## src/cbe_pkg.sv

```systemverilog
// Package for the chain bus enumerator: phase codes, bus transaction kinds,
// configuration register indexes, reset values and the slave table size.
// No dependencies; used by the top level and its port checker.
`timescale 1ns / 1ps
`default_nettype none

package cbe_pkg;

	// Number of slave entries the table can hold (1 to 15).
	localparam int unsigned TABLE_SLOTS = 8;
	localparam int unsigned REG_CNT_W   = 4;

	// Enumeration phases.
	localparam logic [2:0] PH_IDLE        = 3'd0;
	localparam logic [2:0] PH_WAIT_PULSE  = 3'd1;
	localparam logic [2:0] PH_WAIT_SET_ID = 3'd2;
	localparam logic [2:0] PH_CONFIRM     = 3'd3;
	localparam logic [2:0] PH_DONE        = 3'd4;

	// Kind of bus transaction issued in a step.
	localparam logic [1:0] KIND_NONE   = 2'd0;
	localparam logic [1:0] KIND_SET_ID = 2'd1;
	localparam logic [1:0] KIND_PING   = 2'd2;

	// Request types on the input stream.
	localparam logic REQ_START = 1'b0;
	localparam logic REQ_TICK  = 1'b1;

	// Configuration register indexes.
	localparam logic [2:0] REG_FIRST_PULSE = 3'd0;
	localparam logic [2:0] REG_RESPONSE    = 3'd1;
	localparam logic [2:0] REG_MOVE        = 3'd2;
	localparam logic [2:0] REG_NEXT_PULSE  = 3'd3;
	localparam logic [2:0] REG_RETRY       = 3'd4;
	localparam logic [2:0] REG_DEFAULT_ADR = 3'd5;
	localparam logic [2:0] REG_BASE_ADR    = 3'd6;

	// Configuration reset values.
	localparam logic [15:0] RST_FIRST_PULSE = 16'd1000;
	localparam logic [15:0] RST_RESPONSE    = 16'd100;
	localparam logic [15:0] RST_MOVE        = 16'd50;
	localparam logic [15:0] RST_NEXT_PULSE  = 16'd100;
	localparam logic [15:0] RST_RETRY       = 16'd1000;
	localparam logic [6:0]  RST_DEFAULT_ADR = 7'h60;
	localparam logic [6:0]  RST_BASE_ADR    = 7'd16;

	// One result transaction.
	typedef struct packed {
		logic                 finished;
		logic                 complete;
		logic [REG_CNT_W-1:0] slave_total;
		logic [6:0]           added_address;
		logic [7:0]           added_id;
		logic                 added;
		logic [7:0]           bus_id;
		logic [6:0]           bus_address;
		logic [2:0]           phase;
	} result_t;

endpackage

`default_nettype wire

```

## src/chain_bus_enumerator_top.sv

```systemverilog
// Top level of the chain bus enumerator: stream input, stream output,
// APB-style configuration port and the whole enumeration state machine.
// Depends on cbe_pkg.
`timescale 1ns / 1ps
`default_nettype none

// The block is the master side of a daisy-chain enumeration. Each input
// transaction is either a start request (tuser = 0), which clears the slave
// count and arms the first-pulse timeout, or a one-millisecond tick
// (tuser = 1) carrying the enable-chain level and the ack results of the bus
// transaction the block issues in that same step. Every input transaction
// produces exactly one result transaction telling the bus master what to
// issue (a SET_ID write to the default address or a ping plus status read at
// base address + ID - 1), whether a slave was registered and the new phase.
// The step is evaluated combinationally from the state registers and the
// incoming transaction, and the result is captured in an output register, so
// a transaction is accepted every cycle; the only limit is the output
// register, which takes a new result while the old one is being taken in the
// same cycle. Configuration registers sit at byte addresses 0, 4, ... 24 and
// must only be written while no result is outstanding; a new timeout value
// takes effect at the next time the countdown is loaded.
module chain_bus_enumerator_top import cbe_pkg::*; (
	input  wire logic        clk,
	input  wire logic        arst_n,
	// Input stream.
	input  wire logic        s_tvalid,
	output logic             s_tready,
	input  wire logic [7:0]  s_tdata,   // [0] chain_level, [1] write_ack, [2] read_ack
	input  wire logic [0:0]  s_tuser,   // [0] req_type
	// Output stream.
	output logic             m_tvalid,
	input  wire logic        m_tready,
	output logic [39:0]      m_tdata,   // [2:0] phase, [9:3] bus_address, [17:10] bus_id,
	                                    // [18] added, [26:19] added_id,
	                                    // [33:27] added_address, [37:34] slave_total,
	                                    // [38] complete, [39] finished
	output logic [1:0]       m_tuser,   // [1:0] bus_kind
	// Configuration port.
	input  wire logic        psel,
	input  wire logic        penable,
	input  wire logic        pwrite,
	input  wire logic [4:0]  paddr,
	input  wire logic [31:0] pwdata,
	output logic [31:0]      prdata,
	output logic             pready
);

	// Configuration registers.
	logic [15:0] first_pulse_q, response_q, move_q, next_pulse_q, retry_q;
	logic [6:0]  default_adr_q, base_adr_q;

	// Enumeration state.
	logic [2:0]           phase_q;
	logic [15:0]          time_left_q;
	logic [7:0]           pulse_count_q;
	logic                 last_level_q;
	logic [7:0]           pending_id_q;
	logic [REG_CNT_W-1:0] registered_q;

	// Output register.
	logic    out_valid_q;
	result_t out_res_q;
	logic [1:0] out_kind_q;

	// Next-state and result of the current step.
	logic [2:0]           phase_d;
	logic [15:0]          time_left_d;
	logic [7:0]           pulse_count_d;
	logic                 last_level_d;
	logic [7:0]           pending_id_d;
	logic [REG_CNT_W-1:0] registered_d;
	result_t              res_d;
	logic [1:0]           kind_d;
	logic [15:0]          tl_dec;
	logic [7:0]           pulse_inc;
	logic [6:0]           ping_adr;
	logic                 in_fire;
	logic                 cfg_wr;
	logic                 lvl, wack, rack;

	assign pready   = 1'b1;
	assign s_tready = !out_valid_q || m_tready;
	assign in_fire  = s_tvalid && s_tready;
	assign cfg_wr   = psel && penable && pwrite && pready;
	assign m_tvalid = out_valid_q;
	assign m_tdata  = out_res_q;
	assign m_tuser  = out_kind_q;

	assign lvl  = s_tdata[0];
	assign wack = s_tdata[1];
	assign rack = s_tdata[2];

	// Register writes; indexes beyond the list are ignored.
	always_ff @(posedge clk or negedge arst_n) begin
		if (!arst_n) begin
			first_pulse_q <= RST_FIRST_PULSE;
			response_q    <= RST_RESPONSE;
			move_q        <= RST_MOVE;
			next_pulse_q  <= RST_NEXT_PULSE;
			retry_q       <= RST_RETRY;
			default_adr_q <= RST_DEFAULT_ADR;
			base_adr_q    <= RST_BASE_ADR;
		end else if (cfg_wr) begin
			unique case (paddr[4:2])
				REG_FIRST_PULSE: first_pulse_q <= pwdata[15:0];
				REG_RESPONSE:    response_q    <= pwdata[15:0];
				REG_MOVE:        move_q        <= pwdata[15:0];
				REG_NEXT_PULSE:  next_pulse_q  <= pwdata[15:0];
				REG_RETRY:       retry_q       <= pwdata[15:0];
				REG_DEFAULT_ADR: default_adr_q <= pwdata[6:0];
				REG_BASE_ADR:    base_adr_q    <= pwdata[6:0];
				default: ;
			endcase
		end
	end

	// Register reads.
	always_comb begin
		prdata = '0;
		unique case (paddr[4:2])
			REG_FIRST_PULSE: prdata = {16'd0, first_pulse_q};
			REG_RESPONSE:    prdata = {16'd0, response_q};
			REG_MOVE:        prdata = {16'd0, move_q};
			REG_NEXT_PULSE:  prdata = {16'd0, next_pulse_q};
			REG_RETRY:       prdata = {16'd0, retry_q};
			REG_DEFAULT_ADR: prdata = {25'd0, default_adr_q};
			REG_BASE_ADR:    prdata = {25'd0, base_adr_q};
			default:         prdata = '0;
		endcase
	end

	// Every tick in an active phase counts the timeout down, stopping at zero.
	assign tl_dec    = (time_left_q != 16'd0) ? time_left_q - 16'd1 : time_left_q;
	assign pulse_inc = pulse_count_q + 8'd1;
	// Slave ID one lives at the base address, so the ping goes to base + ID - 1.
	assign ping_adr  = base_adr_q + pending_id_q[6:0] - 7'd1;

	always_comb begin
		phase_d       = phase_q;
		time_left_d   = time_left_q;
		pulse_count_d = pulse_count_q;
		last_level_d  = last_level_q;
		pending_id_d  = pending_id_q;
		registered_d  = registered_q;
		kind_d        = KIND_NONE;
		res_d         = '0;

		if (s_tuser[0] == REQ_START) begin
			// A start is taken in any phase and restarts the run.
			registered_d  = '0;
			phase_d       = PH_WAIT_PULSE;
			pulse_count_d = '0;
			last_level_d  = 1'b0;
			pending_id_d  = 8'd1;
			time_left_d   = first_pulse_q;
		end else begin
			unique case (phase_q)
				PH_WAIT_PULSE: begin
					time_left_d = tl_dec;
					if (!last_level_q && lvl) begin
						// Rising edge on the chain: hand out the next ID.
						pulse_count_d = pulse_inc;
						pending_id_d  = pulse_inc;
						phase_d       = PH_WAIT_SET_ID;
						time_left_d   = response_q;
					end
					last_level_d = lvl;
					// The timeout check sees the freshly loaded count, so a zero
					// response timeout ends the run right after a pulse.
					if (time_left_d == 16'd0 && pulse_count_d != 8'd0) begin
						phase_d = PH_DONE;
					end
				end
				PH_WAIT_SET_ID: begin
					time_left_d       = tl_dec;
					kind_d            = KIND_SET_ID;
					res_d.bus_address = default_adr_q;
					res_d.bus_id      = pending_id_q;
					if (wack) begin
						phase_d     = PH_CONFIRM;
						time_left_d = move_q;
					end else if (tl_dec == 16'd0) begin
						phase_d     = PH_WAIT_PULSE;
						time_left_d = retry_q;
					end
				end
				PH_CONFIRM: begin
					time_left_d       = tl_dec;
					kind_d            = KIND_PING;
					res_d.bus_address = ping_adr;
					if (wack && rack) begin
						// A full table still returns to waiting, it just adds nothing.
						if (registered_q < REG_CNT_W'(TABLE_SLOTS)) begin
							res_d.added         = 1'b1;
							res_d.added_id      = pending_id_q;
							res_d.added_address = ping_adr;
							registered_d        = registered_q + REG_CNT_W'(1);
						end
						phase_d     = PH_WAIT_PULSE;
						time_left_d = next_pulse_q;
					end else if (tl_dec == 16'd0) begin
						phase_d     = PH_WAIT_PULSE;
						time_left_d = retry_q;
					end
				end
				PH_DONE: begin
					res_d.finished = 1'b1;
				end
				default: ;
			endcase
		end

		res_d.phase       = phase_d;
		res_d.slave_total = registered_d;
		res_d.complete    = (phase_d == PH_IDLE) || (phase_d == PH_DONE);
	end

	always_ff @(posedge clk or negedge arst_n) begin
		if (!arst_n) begin
			phase_q       <= PH_IDLE;
			time_left_q   <= '0;
			pulse_count_q <= '0;
			last_level_q  <= 1'b0;
			pending_id_q  <= '0;
			registered_q  <= '0;
			out_valid_q   <= 1'b0;
		end else begin
			if (in_fire) begin
				phase_q       <= phase_d;
				time_left_q   <= time_left_d;
				pulse_count_q <= pulse_count_d;
				last_level_q  <= last_level_d;
				pending_id_q  <= pending_id_d;
				registered_q  <= registered_d;
				out_valid_q   <= 1'b1;
			end else if (m_tready) begin
				out_valid_q   <= 1'b0;
			end
		end
	end

	always_ff @(posedge clk) begin
		if (in_fire) begin
			out_res_q  <= res_d;
			out_kind_q <= kind_d;
		end
	end

endmodule

`default_nettype wire

```

## config.mk

```make
export PLATFORM = sky130hd
export DESIGN_NAME = chain_bus_enumerator_top
export DESIGN_NICKNAME = d
export VERILOG_FILES = /design/src/cbe_pkg.sv /design/src/chain_bus_enumerator_top.sv
export SDC_FILE = /design/constraint.sdc
export NUM_CORES = 1
export LEC_CHECK = 0
export ABC_AREA = 1
export BUFFER_PORTS_ARGS = -buffer_cell sky130_fd_sc_hd__buf_2
export CAP_MARGIN = 40
export CORE_ASPECT_RATIO = 1.5
export CORE_MARGIN = 3
export CORE_UTILIZATION = 53
export DETAILED_ROUTE_END_ITERATION = 12
export GPL_TIMING_DRIVEN = 0
export PLACE_DENSITY = 0.74
export SLEW_MARGIN = 20
export SYNTH_ARGS = -nofsm -noshare
export SYNTH_HDL_FRONTEND = slang
export SYNTH_SLANG_ARGS = --single-unit
```

## constraint.sdc

```tcl
create_clock -name clk -period 3 [get_ports clk]
set_input_delay 0.9 -clock clk [delete_from_list [all_inputs] [get_ports clk]]
set_output_delay 0.9 -clock clk [all_outputs]
set_load 0.05 [all_outputs]
```

# Yosys cells after proc, flatten, opt, wreduce, memory -nomap -nowiden
# Index checks and enable logic that the tools add are counted.
# W data, S select, Z words.
dict set report classes {
  mux 37
  add_sub_neg 5
  magnitude_cmp 1
  n_eq_ne 14
  n_reduce_logical 30
}
# op count
set ops {}
lappend ops {{$mux W16} 8}
lappend ops {{$pmux W16 S7} 1}
lappend ops {{$mux W8} 8}
lappend ops {{$pmux W16 S3} 1}
lappend ops {{$logic_not A16 Y1} 2}
lappend ops {{$reduce_and A2 Y1} 10}
lappend ops {{$mux W3} 6}
lappend ops {{$mux W4} 4}
lappend ops {{$reduce_bool A16 Y1} 1}
lappend ops {{$sub A16 B1 Y16 const B} 1}
lappend ops {{$eq A3 B3 Y1 const B} 5}
lappend ops {{$pmux W7 S2} 1}
lappend ops {{$eq A3 B2 Y1 const B} 4}
lappend ops {{$pmux W3 S3} 1}
lappend ops {{$add A8 B1 Y8 const B} 1}
lappend ops {{$reduce_bool A8 Y1} 1}
lappend ops {{$add A7 B7 Y7} 1}
lappend ops {{$sub A7 B1 Y7 const B} 1}
lappend ops {{$eq A3 B1 Y1 const B} 2}
lappend ops {{$logic_and A1 B1 Y1} 6}
lappend ops {{$logic_not A3 Y1} 2}
lappend ops {{$mux W1} 6}
lappend ops {{$reduce_and A3 Y1} 2}
lappend ops {{$add A4 B1 Y4 const B} 1}
lappend ops {{8 further kinds} 11}
dict set report totals {
  inputBits 53
  ff_bits 177
}

# Longest topological paths before layout
dict set report depth {
  ltp_word 12
  depth_mapped 17
  ltp_nobuf 17
}

# Worst setup path before layout
# Ideal clock, no wire load.
dict set report synth_timing {
  path_type {input port to output port}
  from {input port paddr[4]}
  to {output port prdata[9]}
  path_buffers 2
  t_arrival_ns 3.016
  setup_slack_ns -0.916
  stages 5
  required_time_ns 2.100
  cell_sequence {clkbuf_1 nor3_1 clkbuf_1 inv_1 o21ai_0}
}
dict set report synth_between {
  elab_chain_cells 2
}
# item line_no
set synth_rtl {}
lappend synth_rtl {{from (decl)} chain_bus_enumerator_top.sv:42} ;# input wire logic [4:0] paddr,
lappend synth_rtl {{$eq A3 B3 Y1 (tied with other cells)} chain_bus_enumerator_top.sv:120} ;# unique case (paddr[4:2])
lappend synth_rtl {{$pmux W16 S7 *} chain_bus_enumerator_top.sv:120}
lappend synth_rtl {{to (decl)} chain_bus_enumerator_top.sv:44} ;# output logic [31:0] prdata,
# Mark *: on every way between the ends. The rest lies on a longest branch, timed or not.

# Worst setup path in the final report
dict set report layout_timing {
  from {input port paddr[4]}
  to {output port prdata[4]}
}
# The elaborated chain is that of the path after synthesis.

==> metrics <==
run status finished, violations left; violated checks setup timing; GPL Wtd Cong 0.980; Peak Freq 331 MHz; power per cell area 755 nW/µm²; Mean Syn Cell Area 7.90 µm²; WL final 30.7 mm; Post-Syn Area 9730 µm²; Num CTS Buffers 17; Seq/Total Area, Yosys 0.480; Final Critical Period 3.03 ns; vias in the first global route 8672; VDD IR max 432 µV; antenna cells 0; final core occ 0.652; full die area 20000 µm²; gr usage total 0.314; Detailed Routing Iterations Pass 1 6; fraction of layout cells with a size suffix above 1 0.197; crit path capture type output pin; htree depth 4; count leader, synth nand2_1; clk buf depth 2; Reg area 4670 µm²; WL/cell 19.3 µm; vias per cell 5.71; register bit total from synthesis 177; Synth top cells by count 338 x nand2_1, 152 x o21ai_0, 144 x inv_1; Final Cell Area 11700 µm²; fin nets 1434; CTS tree done; Cell Rows 60; Slew HR 0.402; Max Clock Skew 0.0135 ns; boundary pin count 130; Die Y-Extent 172 µm; die width 117 µm; Setup-failing EPs final 1; Ys Warns 0; DP Area 10700 µm²; final max-slew violation count 0; DRC viols 0; share of the synthesized area in the top cell type 0.286; number of synthesized flops with an enable pin 42; largest net degree at the start of global routing 71; PnR Total Power 8830 µW; first-pass GRT wire length 47.4 mm; setup slack after layout -0.0257 ns; setup_tns -0.0257 ns; Fillers 1539; initial drt markers 927; Detail Route Antenna Nets 0; CTS sink count 177; area grow syn2layout 20.2%; period utilisation layout 1.01; max-cap violations 0; root buf cell clkbuf_16; worst hold path class in -> async; final hold vios 0; worst slew pin tran 0.893 ns; P_leak 0.00552 µW; GRT overflow 0; Vias 9109; initial antenna violation count 0; hpwl dp 23.2 mm; count of input and output buffers 87; CP Class in -> out; area leader, netlist dfrtp_1; Syn Inst Count 1232; Initial Utilization 0.542; Max Fanout on Critical Path 7; Worst Path Required 2.10 ns; Core Area 17900 µm²; fraction of registers with async set/reset 0.763; Post-Place Setup Slack -0.937 ns; worst-skew pair later-pin latency 0.44 ns; multi-input logic area 4490 µm²; Area contributors post-synth dfrtp_1 29%, nand2_1 13%, edfxtp_1 13%, o21ai_0 7.8%, dfstp_2 6.5%; Primary FF master, synth dfrtp_1; Setup crit start kind primary input; RSZ-0062 raised after global routing true; post-synth cell types 44; Worst EP arrival 2.13 ns; Worst-path clk slew 0.07 ns
## final timing paths
path / startpoint / end / slack [ns] / cells past startpoint
min reg2reg: retry_q[11]$_DFFE_PN0P_ / retry_q[11]$_DFFE_PN0P_ / 0.49 / 2
max: paddr[4] / prdata[4] / -0.03 / 7
min: arst_n / base_adr_q[5]$_DFFE_PN0P_ / 0.39 / 1
max in group asynchronous: arst_n / first_pulse_q[7]$_DFFE_PN1P_ / 1.84 / 2
min in group clk: retry_q[11]$_DFFE_PN0P_ / retry_q[11]$_DFFE_PN0P_ / 0.49 / 2
max reg2reg: phase_q[2]$_DFFE_PN0P_ / time_left_q[12]$_DFFE_PN0P_ / 0.14 / 10
## critical path: stages
cell and delay, ns:
clkbuf_8 0.15, nand2_2 0.13, inv_4 0.07, clkbuf_16 0.17
a221oi_4 0.32, o2111ai_4 0.18, buf_6 0.19
## metrics by stage
stage | hold WS (ns) | std cells
after floorplan | 0.453 | 1247
after global placement | 0.467 | 1551
after detailed placement | 0.475 | 1553
after CTS | 0.426 | 1594
after global routing | 0.422 | 1596
final | 0.386 | 1596
## cells in the final DEF, fill, tap and decap left out, types with 3 or more instances in the layout
cell        count
nand2_1       333
o21ai_0       150
inv_1         140
dfrtp_1       111
nor2_1         93
buf_2          74
nand3_1        66
edfxtp_1       42
a21oi_1        35
clkbuf_1       32
buf_4          32
dfstp_2        24
o22ai_1        19
clkbuf_16      19
conb_1         17
nand2_2        15
o21ai_1        15
a221oi_1       13
ha_1           13
nor2_2         10
a221oi_2        8
xor2_1          7
nand3_2         7
buf_6           7
inv_2           6
clkbuf_4        6
nor2_4          5
nand2_4         4
xnor2_1         4
nor3_4          4
buf_8           4
inv_8           4
inv_6           4
a21oi_2         3
o21ai_2         3
nand4_1         3
inv_4           3
clkinvlp_4      3
buf_12          3
## area by class of cell
cell class,instances,area share
well taps,217,0.0232
repair buffers,100,0.0563
flip-flops and latches,177,0.399
clock buffers,18,0.0385
plain buffers,62,0.0332
clock inverters,14,0.0157
inverters,152,0.0501
multi-input cells,856,0.384
## report_power, final
group / internal (µW) / switching [µW]
logic: 959 / 2220
clock network: 1320 / 1060
registers: 2920 / 354
## kinds of logic (layout without fill, tap and decap cells)
group | Yosys count | after routing | synth area share
AO/OA/AOI/OAI | 268 | 268 | 0.157
XOR/XNOR | 11 | 11 | 0.00990
adder cells (fa/ha/maj) | 15 | 15 | 0.0201
buffers and inverters | 214 | 346 | 0.0921
flip-flops | 177 | 177 | 0.480
other | 2 | 17 | 0.000772
AND/OR/NAND/NOR | 545 | 545 | 0.240
## repair_timing
action | CTS | global route
gates cloned | 1 | 0
setup endpoints to repair | 16 | 15
pin swaps | 7 | 6
hold buffers | 0 | 0
setup buffers | 8 | 1
gates resized for setup | 44 | 25
## registers in the layout, summed over array words and instances, names as in the netlist
signal / flops
m_tuser: 2
phase_q: 3
m_tvalid: 1
pending_id_q: 8
next_pulse_q: 16
registered_q: 4
time_left_q: 16
first_pulse_q: 16
base_adr_q: 7
m_tdata: 40
default_adr_q: 7
move_q: 16
response_q: 16
retry_q: 16
last_level_q: 1
pulse_count_q: 8
## per-layer routing
layer / wire length [µm] / GRT usage / vias up / part of all wire
li1: - / - / 4292 / -
met1: 11200 / 0.354 / 4213 / 0.36
met2: 15100 / 0.528 / 441 / 0.49
met3: 1840 / 0.0560 / 163 / 0.060
met4: 2570 / 0.225 / 0 / 0.084
met5: 0 / 0 / - / 0
(Power assumes the default switching activity.)
